`src/rtl/core/ctes_pkg.sv`:
```
package ctes_pkg;

	// Field widths of one input item and one result
	localparam int YearW   = 15;
	localparam int MonthW  = 4;
	localparam int DayW    = 5;
	localparam int HourW   = 5;
	localparam int MinuteW = 6;
	localparam int SecondW = 6;
	localparam int SecsW   = 40;

	// Packed bus widths, rounded up to whole bytes
	localparam int InFieldsW = YearW + MonthW + DayW + HourW + MinuteW + SecondW;
	localparam int InDataW   = ((InFieldsW + 7) / 8) * 8;
	localparam int OutDataW  = ((SecsW + 7) / 8) * 8;

	// Calendar constants
	localparam logic [3:0]  MonthMax    = 4'd11;
	localparam logic [15:0] EpochOffset = 16'd70;      // 1970 - 1900
	localparam logic [15:0] LeapOffset  = 16'd69;      // year before the epoch, 1969 - 1900
	localparam logic [23:0] DaysPerYear = 24'd365;
	localparam logic [16:0] SecsPerHour = 17'd3600;
	localparam logic [16:0] SecsPerMin  = 17'd60;
	localparam logic [40:0] SecsPerDay  = 41'd86400;

	// Bias the year into a positive range before dividing by 100 (164 centuries)
	localparam logic [15:0] YearBias = 16'd16400;
	localparam logic [9:0]  CentBias = 10'd164;
	localparam logic [15:0] Century  = 16'd100;

	// ceil(2^19 / 100): exact floor quotient for dividends below 43690
	localparam logic [27:0] Recip100   = 28'd5243;
	localparam int          Recip100Sh = 19;

	// One input item
	typedef struct packed {
		logic                 valid;
		logic [YearW-1:0]     year;
		logic [MonthW-1:0]    month;
		logic [DayW-1:0]      day;
		logic [HourW-1:0]     hour;
		logic [MinuteW-1:0]   minute;
		logic [SecondW-1:0]   second;
	} item_t;

	// Stage 1: month clamped, year biased for the century divide
	typedef struct packed {
		logic                 valid;
		logic [YearW-1:0]     year;
		logic [MonthW-1:0]    month;
		logic [DayW-1:0]      day;
		logic [HourW-1:0]     hour;
		logic [MinuteW-1:0]   minute;
		logic [SecondW-1:0]   second;
		logic [15:0]          ybias;
	} s1_t;

	// Stage 2: reciprocal product, year term, leap-day term, time of day
	typedef struct packed {
		logic                 valid;
		logic [1:0]           year_lo;
		logic [MonthW-1:0]    month;
		logic [DayW-1:0]      day;
		logic [15:0]          ybias;
		logic [27:0]          qprod;
		logic [23:0]          ydays;
		logic [13:0]          div4;
		logic [16:0]          tod;
	} s2_t;

	// Stage 3: day-count terms ready for the final sum
	typedef struct packed {
		logic                 valid;
		logic [23:0]          ydays;
		logic [13:0]          div4;
		logic [9:0]           div100;
		logic [7:0]           div400;
		logic [9:0]           yday;
		logic [16:0]          tod;
	} s3_t;

	// Stage 4: whole days since the epoch
	typedef struct packed {
		logic                 valid;
		logic [23:0]          days;
		logic [16:0]          tod;
	} s4_t;

	// Stage 5: days scaled to seconds
	typedef struct packed {
		logic                 valid;
		logic [40:0]          dsecs;
		logic [16:0]          tod;
	} s5_t;

	// Result
	typedef struct packed {
		logic                 valid;
		logic [SecsW-1:0]     secs;
	} res_t;

	// Days before the first of each month
	function automatic logic [8:0] days_before(input logic [3:0] month, input logic leap);
		logic [8:0] base;
		unique case (month)
			4'd0:    base = 9'd0;
			4'd1:    base = 9'd31;
			4'd2:    base = 9'd59;
			4'd3:    base = 9'd90;
			4'd4:    base = 9'd120;
			4'd5:    base = 9'd151;
			4'd6:    base = 9'd181;
			4'd7:    base = 9'd212;
			4'd8:    base = 9'd243;
			4'd9:    base = 9'd273;
			4'd10:   base = 9'd304;
			default: base = 9'd334;
		endcase
		return base + {8'd0, (leap && (month >= 4'd2))};
	endfunction

endpackage

```
`src/rtl/core/ctes_front.sv`:
```
module ctes_front (
	input  logic             clk,
	input  logic             arst_n,
	input  logic             en,
	input  ctes_pkg::item_t  item,
	output ctes_pkg::s2_t    out
);

	ctes_pkg::s1_t nxt_s1;
	ctes_pkg::s1_t st_s1;
	ctes_pkg::s2_t nxt_s2;
	ctes_pkg::s2_t st_s2;

	logic [15:0] yr_ext;
	logic [15:0] yr_m70;
	logic [15:0] yr_m69;
	logic [16:0] ybias_wide;

	// Clamp month, bias year so the century divide sees a positive value
	always_comb begin
		ybias_wide = {{2{item.year[14]}}, item.year} + {1'b0, ctes_pkg::YearBias};
		nxt_s1.valid  = item.valid;
		nxt_s1.year   = item.year;
		nxt_s1.month  = (item.month > ctes_pkg::MonthMax) ? ctes_pkg::MonthMax : item.month;
		nxt_s1.day    = item.day;
		nxt_s1.hour   = item.hour;
		nxt_s1.minute = item.minute;
		nxt_s1.second = item.second;
		nxt_s1.ybias  = ybias_wide[15:0];
	end

	// Reciprocal multiply for /100, whole-year days, leap-day count, time of day
	always_comb begin
		yr_ext = {st_s1.year[14], st_s1.year};
		yr_m70 = yr_ext - ctes_pkg::EpochOffset;
		yr_m69 = yr_ext - ctes_pkg::LeapOffset;
		nxt_s2.valid   = st_s1.valid;
		nxt_s2.year_lo = st_s1.year[1:0];
		nxt_s2.month   = st_s1.month;
		nxt_s2.day     = st_s1.day;
		nxt_s2.ybias   = st_s1.ybias;
		nxt_s2.qprod   = {12'd0, st_s1.ybias} * ctes_pkg::Recip100;
		nxt_s2.ydays   = {{8{yr_m70[15]}}, yr_m70} * ctes_pkg::DaysPerYear;
		nxt_s2.div4    = yr_m69[15:2];
		nxt_s2.tod     = {12'd0, st_s1.hour} * ctes_pkg::SecsPerHour
		               + {11'd0, st_s1.minute} * ctes_pkg::SecsPerMin
		               + {11'd0, st_s1.second};
	end

	// Advance both stages together on enable
	always_ff @(posedge clk or negedge arst_n) begin
		if (!arst_n) begin
			st_s1 <= '0;
			st_s2 <= '0;
		end else if (en) begin
			st_s1 <= nxt_s1;
			st_s2 <= nxt_s2;
		end
	end

	assign out = st_s2;

endmodule

```
`src/rtl/core/ctes_days.sv`:
```
module ctes_days (
	input  logic           clk,
	input  logic           arst_n,
	input  logic           en,
	input  ctes_pkg::s2_t  in_st,
	output ctes_pkg::s4_t  out
);

	ctes_pkg::s3_t nxt_s3;
	ctes_pkg::s3_t st_s3;
	ctes_pkg::s4_t nxt_s4;
	ctes_pkg::s4_t st_s4;

	logic [8:0]  cent_q;
	logic        cent_exact;
	logic [9:0]  cent;
	logic [9:0]  quad;
	logic        leap;
	logic [8:0]  mdays;

	// Century quotient and remainder test give the /100, /400 terms and leap flag
	always_comb begin
		cent_q     = in_st.qprod[ctes_pkg::Recip100Sh +: 9];
		cent_exact = (in_st.ybias == ({7'd0, cent_q} * ctes_pkg::Century));
		cent       = {1'b0, cent_q} - ctes_pkg::CentBias;
		quad       = cent + 10'd3 - {9'd0, cent_exact};
		leap       = (in_st.year_lo == 2'b00) && (!cent_exact || (cent_q[1:0] == 2'b01));
		mdays      = ctes_pkg::days_before(in_st.month, leap);
		nxt_s3.valid  = in_st.valid;
		nxt_s3.ydays  = in_st.ydays;
		nxt_s3.div4   = in_st.div4;
		nxt_s3.div100 = cent - {9'd0, cent_exact};
		nxt_s3.div400 = quad[9:2];
		nxt_s3.yday   = {5'd0, in_st.day} - 10'd1 + {1'b0, mdays};
		nxt_s3.tod    = in_st.tod;
	end

	// Sum the day-count terms
	always_comb begin
		nxt_s4.valid = st_s3.valid;
		nxt_s4.days  = st_s3.ydays
		             + {{10{st_s3.div4[13]}}, st_s3.div4}
		             + {{14{st_s3.yday[9]}}, st_s3.yday}
		             - {{14{st_s3.div100[9]}}, st_s3.div100}
		             + {{16{st_s3.div400[7]}}, st_s3.div400};
		nxt_s4.tod   = st_s3.tod;
	end

	always_ff @(posedge clk or negedge arst_n) begin
		if (!arst_n) begin
			st_s3 <= '0;
			st_s4 <= '0;
		end else if (en) begin
			st_s3 <= nxt_s3;
			st_s4 <= nxt_s4;
		end
	end

	assign out = st_s4;

endmodule

```
`src/rtl/core/ctes_scale.sv`:
```
module ctes_scale (
	input  logic            clk,
	input  logic            arst_n,
	input  logic            en,
	input  ctes_pkg::s4_t   in_st,
	output ctes_pkg::res_t  out
);

	ctes_pkg::s5_t  nxt_s5;
	ctes_pkg::s5_t  st_s5;
	ctes_pkg::res_t nxt_s6;
	ctes_pkg::res_t st_s6;
	logic [40:0]    total;

	// Scale days to seconds
	always_comb begin
		nxt_s5.valid = in_st.valid;
		nxt_s5.dsecs = {{17{in_st.days[23]}}, in_st.days} * ctes_pkg::SecsPerDay;
		nxt_s5.tod   = in_st.tod;
	end

	// Add the time of day and drop to the result width
	always_comb begin
		total        = st_s5.dsecs + {24'd0, st_s5.tod};
		nxt_s6.valid = st_s5.valid;
		nxt_s6.secs  = total[ctes_pkg::SecsW-1:0];
	end

	always_ff @(posedge clk or negedge arst_n) begin
		if (!arst_n) begin
			st_s5 <= '0;
			st_s6 <= '0;
		end else if (en) begin
			st_s5 <= nxt_s5;
			st_s6 <= nxt_s6;
		end
	end

	assign out = st_s6;

endmodule

```
`src/rtl/core/civil_time_to_epoch_seconds_top.sv`:
```
// Pipeline: six register stages, st_s1 through st_s6; a transfer accepted at the input shows its
// result on m_tvalid after passing through all of them, when m_tready stays high.
// Throughput: one item per cycle; the whole pipeline holds while the output register is
// full and m_tready is low.
// Reset: arst_n clears every stage's valid bit at once; no clearing pass is needed.
module civil_time_to_epoch_seconds_top (
	input  logic                          clk,
	input  logic                          arst_n,
	input  logic                          s_tvalid,
	output logic                          s_tready,
	// year_since_1900[14:0], month_index[18:15], day_of_month[23:19],
	// hour_of_day[28:24], minute_of_hour[34:29], second_of_minute[40:35], zero[47:41]
	input  logic [ctes_pkg::InDataW-1:0]  s_tdata,
	output logic                          m_tvalid,
	input  logic                          m_tready,
	// epoch_seconds[39:0]
	output logic [ctes_pkg::OutDataW-1:0] m_tdata
);

	ctes_pkg::item_t item;
	ctes_pkg::s2_t   front_st;
	ctes_pkg::s4_t   days_st;
	ctes_pkg::res_t  res;
	logic            en;

	// Advance the pipeline unless the output register holds an untaken result
	assign en       = !res.valid || m_tready;
	assign s_tready = en;

	// Unpack the input transfer
	always_comb begin
		item.valid  = s_tvalid;
		item.year   = s_tdata[14:0];
		item.month  = s_tdata[18:15];
		item.day    = s_tdata[23:19];
		item.hour   = s_tdata[28:24];
		item.minute = s_tdata[34:29];
		item.second = s_tdata[40:35];
	end

	ctes_front u_front (
		.clk    (clk),
		.arst_n (arst_n),
		.en     (en),
		.item   (item),
		.out    (front_st)
	);

	ctes_days u_days (
		.clk    (clk),
		.arst_n (arst_n),
		.en     (en),
		.in_st  (front_st),
		.out    (days_st)
	);

	ctes_scale u_scale (
		.clk    (clk),
		.arst_n (arst_n),
		.en     (en),
		.in_st  (days_st),
		.out    (res)
	);

	assign m_tvalid = res.valid;
	assign m_tdata  = res.secs;

endmodule

```
`config.mk`:
```
export PLATFORM = sky130hd
export DESIGN_NAME = civil_time_to_epoch_seconds_top
export DESIGN_NICKNAME = d
export VERILOG_FILES = /design/src/rtl/core/ctes_pkg.sv /design/src/rtl/core/ctes_front.sv /design/src/rtl/core/ctes_days.sv /design/src/rtl/core/ctes_scale.sv /design/src/rtl/core/civil_time_to_epoch_seconds_top.sv
export SDC_FILE = /design/constraint.sdc
export NUM_CORES = 2
export LEC_CHECK = 0
export BUFFER_PORTS_ARGS = -buffer_cell sky130_fd_sc_hd__buf_2
export CORE_UTILIZATION = 35
export DETAILED_ROUTE_END_ITERATION = 7
export PLACE_DENSITY_LB_ADDON = 0.12
export SLEW_MARGIN = 25
export SYNTH_ARGS = -nofsm -noshare
export SYNTH_HDL_FRONTEND = slang
export SYNTH_SLANG_ARGS = --single-unit
```
`constraint.sdc`:
```
create_clock -name clk -period 19.1 [get_ports clk]
set_clock_uncertainty 0.2 [all_clocks]
set_input_delay 3.82 -clock clk [delete_from_list [all_inputs] [get_ports clk]]
set_output_delay 3.82 -clock clk [all_outputs]
set_load 0.02 [all_outputs]
```
**Word-level counts from Yosys, hierarchy flattened**

Memory sizes are Yosys's and may differ from the RTL's.
Index checks and enable logic that the tools add are counted.

- Input bits: 52
- Output and inout bits: 42
- Logic and storage cells: 68
- ROM bits: 144
- Register bits after elaboration: 387
- Memories kept: 1

Memory list:

| name | words | width | rd ports | clocked after memory_dff | write ports | line | RTL |
|---|---|---|---|---|---|---|---|
| (name not given) | 16 | 9 | 1 | 0 | 0 | ctes_pkg.sv:105 | `unique case (month)` |

- $add $sub $neg: 17
- $mul: 6
- Multiplexer cells: 1
- Reduce and logical (&&, ||, !) cells: 7
- Equality and inequality tests: 2
- Magnitude comparators: 2

Operators with widths:

| operator | number |
|---|---|
| $add A24 B24 Y24 | 3 |
| $mul A41 B10 Y33 const B | 1 |
| $add A40 B17 Y40 | 1 |
| $sub A15 B8 Y16 const B | 2 |
| $mul A16 B13 Y28 const B | 1 |
| $mul A16 B10 Y24 const B | 1 |
| $sub A24 B24 Y24 | 1 |
| $sub A10 B1 Y10 | 2 |
| $add A17 B12 Y17 | 1 |
| $add A17 B6 Y17 | 1 |
| $add A15 B16 Y16 const B | 1 |
| $eq A16 B16 Y1 | 1 |
| $mul A9 B5 Y14 const B | 1 |
| $mul A5 B8 Y13 const B | 1 |
| $add A10 B2 Y10 const B | 1 |
| $add A10 B9 Y10 | 1 |
| $mul A6 B4 Y10 const B | 1 |
| $sub A9 B8 Y10 const B | 1 |
| $add A9 B1 Y9 | 1 |
| $sub A5 B1 Y6 const B | 1 |
| $ge A4 B2 Y1 const B | 1 |
| $gt A4 B4 Y1 const B | 1 |
| $mux W4 | 1 |
| $eq A2 B1 Y1 const B | 1 |
| 4 further kinds | 7 |

**Logic depth before layout (Yosys ltp)**

- Depth in word-level cells: 8
- Mapped depth: 29
- Depth with buffers taken out: 29

**Modules after synthesis**

Synthesis repeated with hierarchy kept, for this count alone.

- Cells, all modules: 3,238
- Area total of the unflattened synthesis: 33,492.1 um^2

By module, submodules not included:

| module | cells each | seq. area each (um^2) | area each (um^2) | instances |
|---|---|---|---|---|
| ctes_front | 1,500 | 4,028.9 | 15,477.3 | 1 |
| ctes_days | 878 | 3,153.0 | 9,391.5 | 1 |
| ctes_scale | 859 | 2,302.2 | 8,617.0 | 1 |
| civil_time_to_epoch_seconds_top | 1 | 0.0 | 6.3 | 1 |

**Least setup slack after synthesis**

No wires, ideal clock.

- Path type: input port to output port
- Start: input m_tready
- End: output s_tready
- Path buffers: 3
- Arrival time: 4,879 ps
- Stages on the path: 5
- Required time: 15,080 ps
- Setup slack: 10,201 ps
- Cell sequence: nor2b_1 > clkbuf_1 > inv_2 > clkbuf_1 > clkbuf_1

- Longest elaborated chain between the ends: 1

RTL lines:

| element | line | RTL |
|---|---|---|
| from (decl) | civil_time_to_epoch_seconds_top.sv:15 | `input logic m_tready,` |
| $logic_or A1 B1 Y1 | civil_time_to_epoch_seconds_top.sv:27 | `assign en = !res.valid \|\| m_tready;` |
| to (decl) | civil_time_to_epoch_seconds_top.sv:10 | `output logic s_tready,` |

No other way between the ends.

**Worst setup path after layout**

Same ends and word-level chain as after synthesis.

==> impl_results.md <==
- Highest clock rate: 0.109 GHz
- Final net count: 4179
- Number of CTS-inserted buffers: 46
- Clock Tree Buf Depth: 3
- Synth Flop Type: dfrtp_1
- Residual DRC count: 0
- 1st-pass router iterations: 5
- Initial antenna violation count: 0
- Post-DR vias/cell: 4.59
- Routed WL per cell: 14.9 um
- Max_slew headroom: 0.376
- Post-synth cell types: 74
- Sequential fraction of the synthesis area: 0.289
- Hold WC Path Type: flop to flop
- Final HPWL DP: 53700 um
- Critical path fanouts, max: 62
- Startpoint types: input pin
- Vias: 21282
- Clk pin slew, worst setup/hold paths: 50 ps
- R2R depth: 19
- Grt total ovfl: 0
- RSZ-0062 raised after global routing: false
- EDFF count, synth: 0
- Syn Nets: 4122
- CTS tree: yes
- Worst skew pair latency: 580 ps
- Routability cong.: 0.796
- Reg area: 9030 um2
- Antenna diode count: 0
- Gate Count Post-Synth: 3384
- Final hold vios: 0
- Yosys warnings: 0
- Initial Util: 0.353
- Resized cells post-CTS: 0
- Pin count of the biggest net entering global routing: 164
- CTS Sinks: 361
- I/O Buffers: 86
- Ys async rst share: 1.00
- Average cell area after synthesis: 9.23 um2
- Die H: 301 um
- Maxcap violations: 0
- Period Utilization, post-route: 0.482
- Area growth, synth to finish: 10.4%
- H-Tree Depth: 2
- Layout cells sized above 1: 0.0547
- Outcome: finished, final reports clean
- Hold depth: 2
- Filler cells: 9122
- Num rows: 109
- DRT Wirelength: 69100 um
- Slew Limit Fails: 0
- Global-route wire length before repair: 116000 um
- Starting DRT DRC Count: 934
- FF+latch count, synth: 361
- Area of the multi-input gates: 19900 um2
- GRT Util Overall: 0.159
- Worst EP required: 15080 ps
- # Post-CTS Setup Buffers: 0
- Setup crit end kind: primary output
- ANT nets after route: 0
- Hold Buf Count CTS: 0
- # IOs: 94
- Die Footprint: 90400 um2
- Setup TNS: 0 ps
- Worst-Margin Slew: 935 ps
- Root Buffer: clkbuf_16
- Core area: 88400 um2
- Setup-failing EPs final: 0
- Vias in the first global route: 21628
- Critical path class: input pin to primary output
- Die X: 301 um
- Cell Area, Synth: 31200 um2
- Min Tclk post-route: 9210 ps
- Crit path DAT: 5190 ps
[path summary, 6_finish.rpt]
kind / startpoint / to / slack, ps
worst max-delay path: m_tready / s_tready / 9890
worst min-delay path: u_scale.nxt_s6[40] / u_scale.nxt_s6[40] / 250
worst max register to register: u_front.nxt_s2[86] / u_front.out[53] / 11850
worst min register to register: u_scale.nxt_s6[40] / u_scale.nxt_s6[40] / 250
max in group asynchronous: arst_n / u_front.st_s1[27] / 13960
min in group asynchronous: arst_n / u_scale.out[36] / 3000
[registers in the layout, indices dropped and copies added, names as in the netlist]
register / flops
u_days.nxt_s4: 18
u_days.out: 42
u_days.st_s3: 66
u_front.nxt_s2: 26
u_front.out: 89
u_front.st_s1: 28
u_scale.nxt_s6: 1
u_scale.out: 41
u_scale.st_s5: 50
[cell families after synthesis]
logic type	count (synthesis)	synth area share
mux	6	0.00240
buf+inv	613	0.0737
compound gates	548	0.105
xor+xnor	229	0.0642
fa+ha+maj	686	0.339
flops	361	0.289
simple gates	941	0.127
[per-stage QoR]
| step | util | setup slack [ps] | hold WS (ps) | instances | area, um2 |
|---|---|---|---|---|---|
| finish | 0.390 | 9890 | 253 | 4641 | 34500 |
| global route | 0.390 | 9760 | 280 | 4641 | 34500 |
| CTS | 0.390 | 9850 | 261 | 4640 | 34400 |
| detailed placement | 0.373 | 9850 | 248 | 4557 | 32900 |
| global placement | 0.373 | 9840 | 245 | 4557 | 32900 |
| floorplan | - | 10200 | 230 | 3384 | 31200 |
[layer usage]
metal,part of all wire,routed length [um],vias up,track usage
met5,0,0,-,0
met4,0.015,1070,0,0.0315
met3,0.023,1570,62,0.0180
met2,0.47,32300,157,0.264
met1,0.49,34100,10029,0.222
li1,-,-,11034,-
[layout make-up]
| class | count | area share |
|---|---|---|
| multi-input cells | 2410 | 0.578 |
| flip-flops and latches | 361 | 0.262 |
| inverters | 522 | 0.0571 |
| well taps | 1165 | 0.0423 |
| clock buffers | 68 | 0.0387 |
| repair buffers | 100 | 0.0172 |
| clock inverters | 15 | 0.00497 |
[Yosys cell counts, drive strengths merged, types with 4 or more instances]
cell type	n	area, um2
a31oi	11	75.1
and3	13	81.3
clkbuf	87	327
or3	13	81.3
a21oi	194	975
o21ai	181	910
nand4	13	81.3
a21boi	9	71.3
nor3	24	120
a21o	52	392
o31ai	13	97.6
nand2	616	2310
nor2	143	537
buf	4	16.3
ha	420	5260
inv	522	1960
nand3	42	210
xnor2	146	1280
dfrtp	361	9030
a211o	5	43.8
nand3b	6	45.0
fa	266	5330
nor3b	4	30.0
nor2b	22	138
o21bai	19	143
o211ai	4	30.0
and2	8	50.1
and4	6	52.6
xor2	83	727
nand2b	14	87.6
o21a	16	120
nor4	7	43.8
a211oi	9	67.6
[layout by cell type, fill, tap and decap left out, types with 24 or more instances in the layout]
cell type,synthesis,layout
clkbuf_16,0,47
nor2_1,143,143
buf_2,1,85
nand3_1,42,42
o21ai_0,173,173
inv_1,521,521
xor2_1,83,83
nand2_1,616,616
dfrtp_1,361,361
xnor2_1,146,146
a21o_1,51,51
a21oi_1,193,193
fa_1,266,266
ha_1,420,420
nor3_1,24,24
[worst max-delay path: stages]
cell	delay, ps
buf_2	110
nor2b_4	90
buf_4	580
inv_8	260
buf_2	260
Power is left out: the tool's default activity adds up to more than one toggle a clock period on the data nets, which glitch-free logic cannot reach.
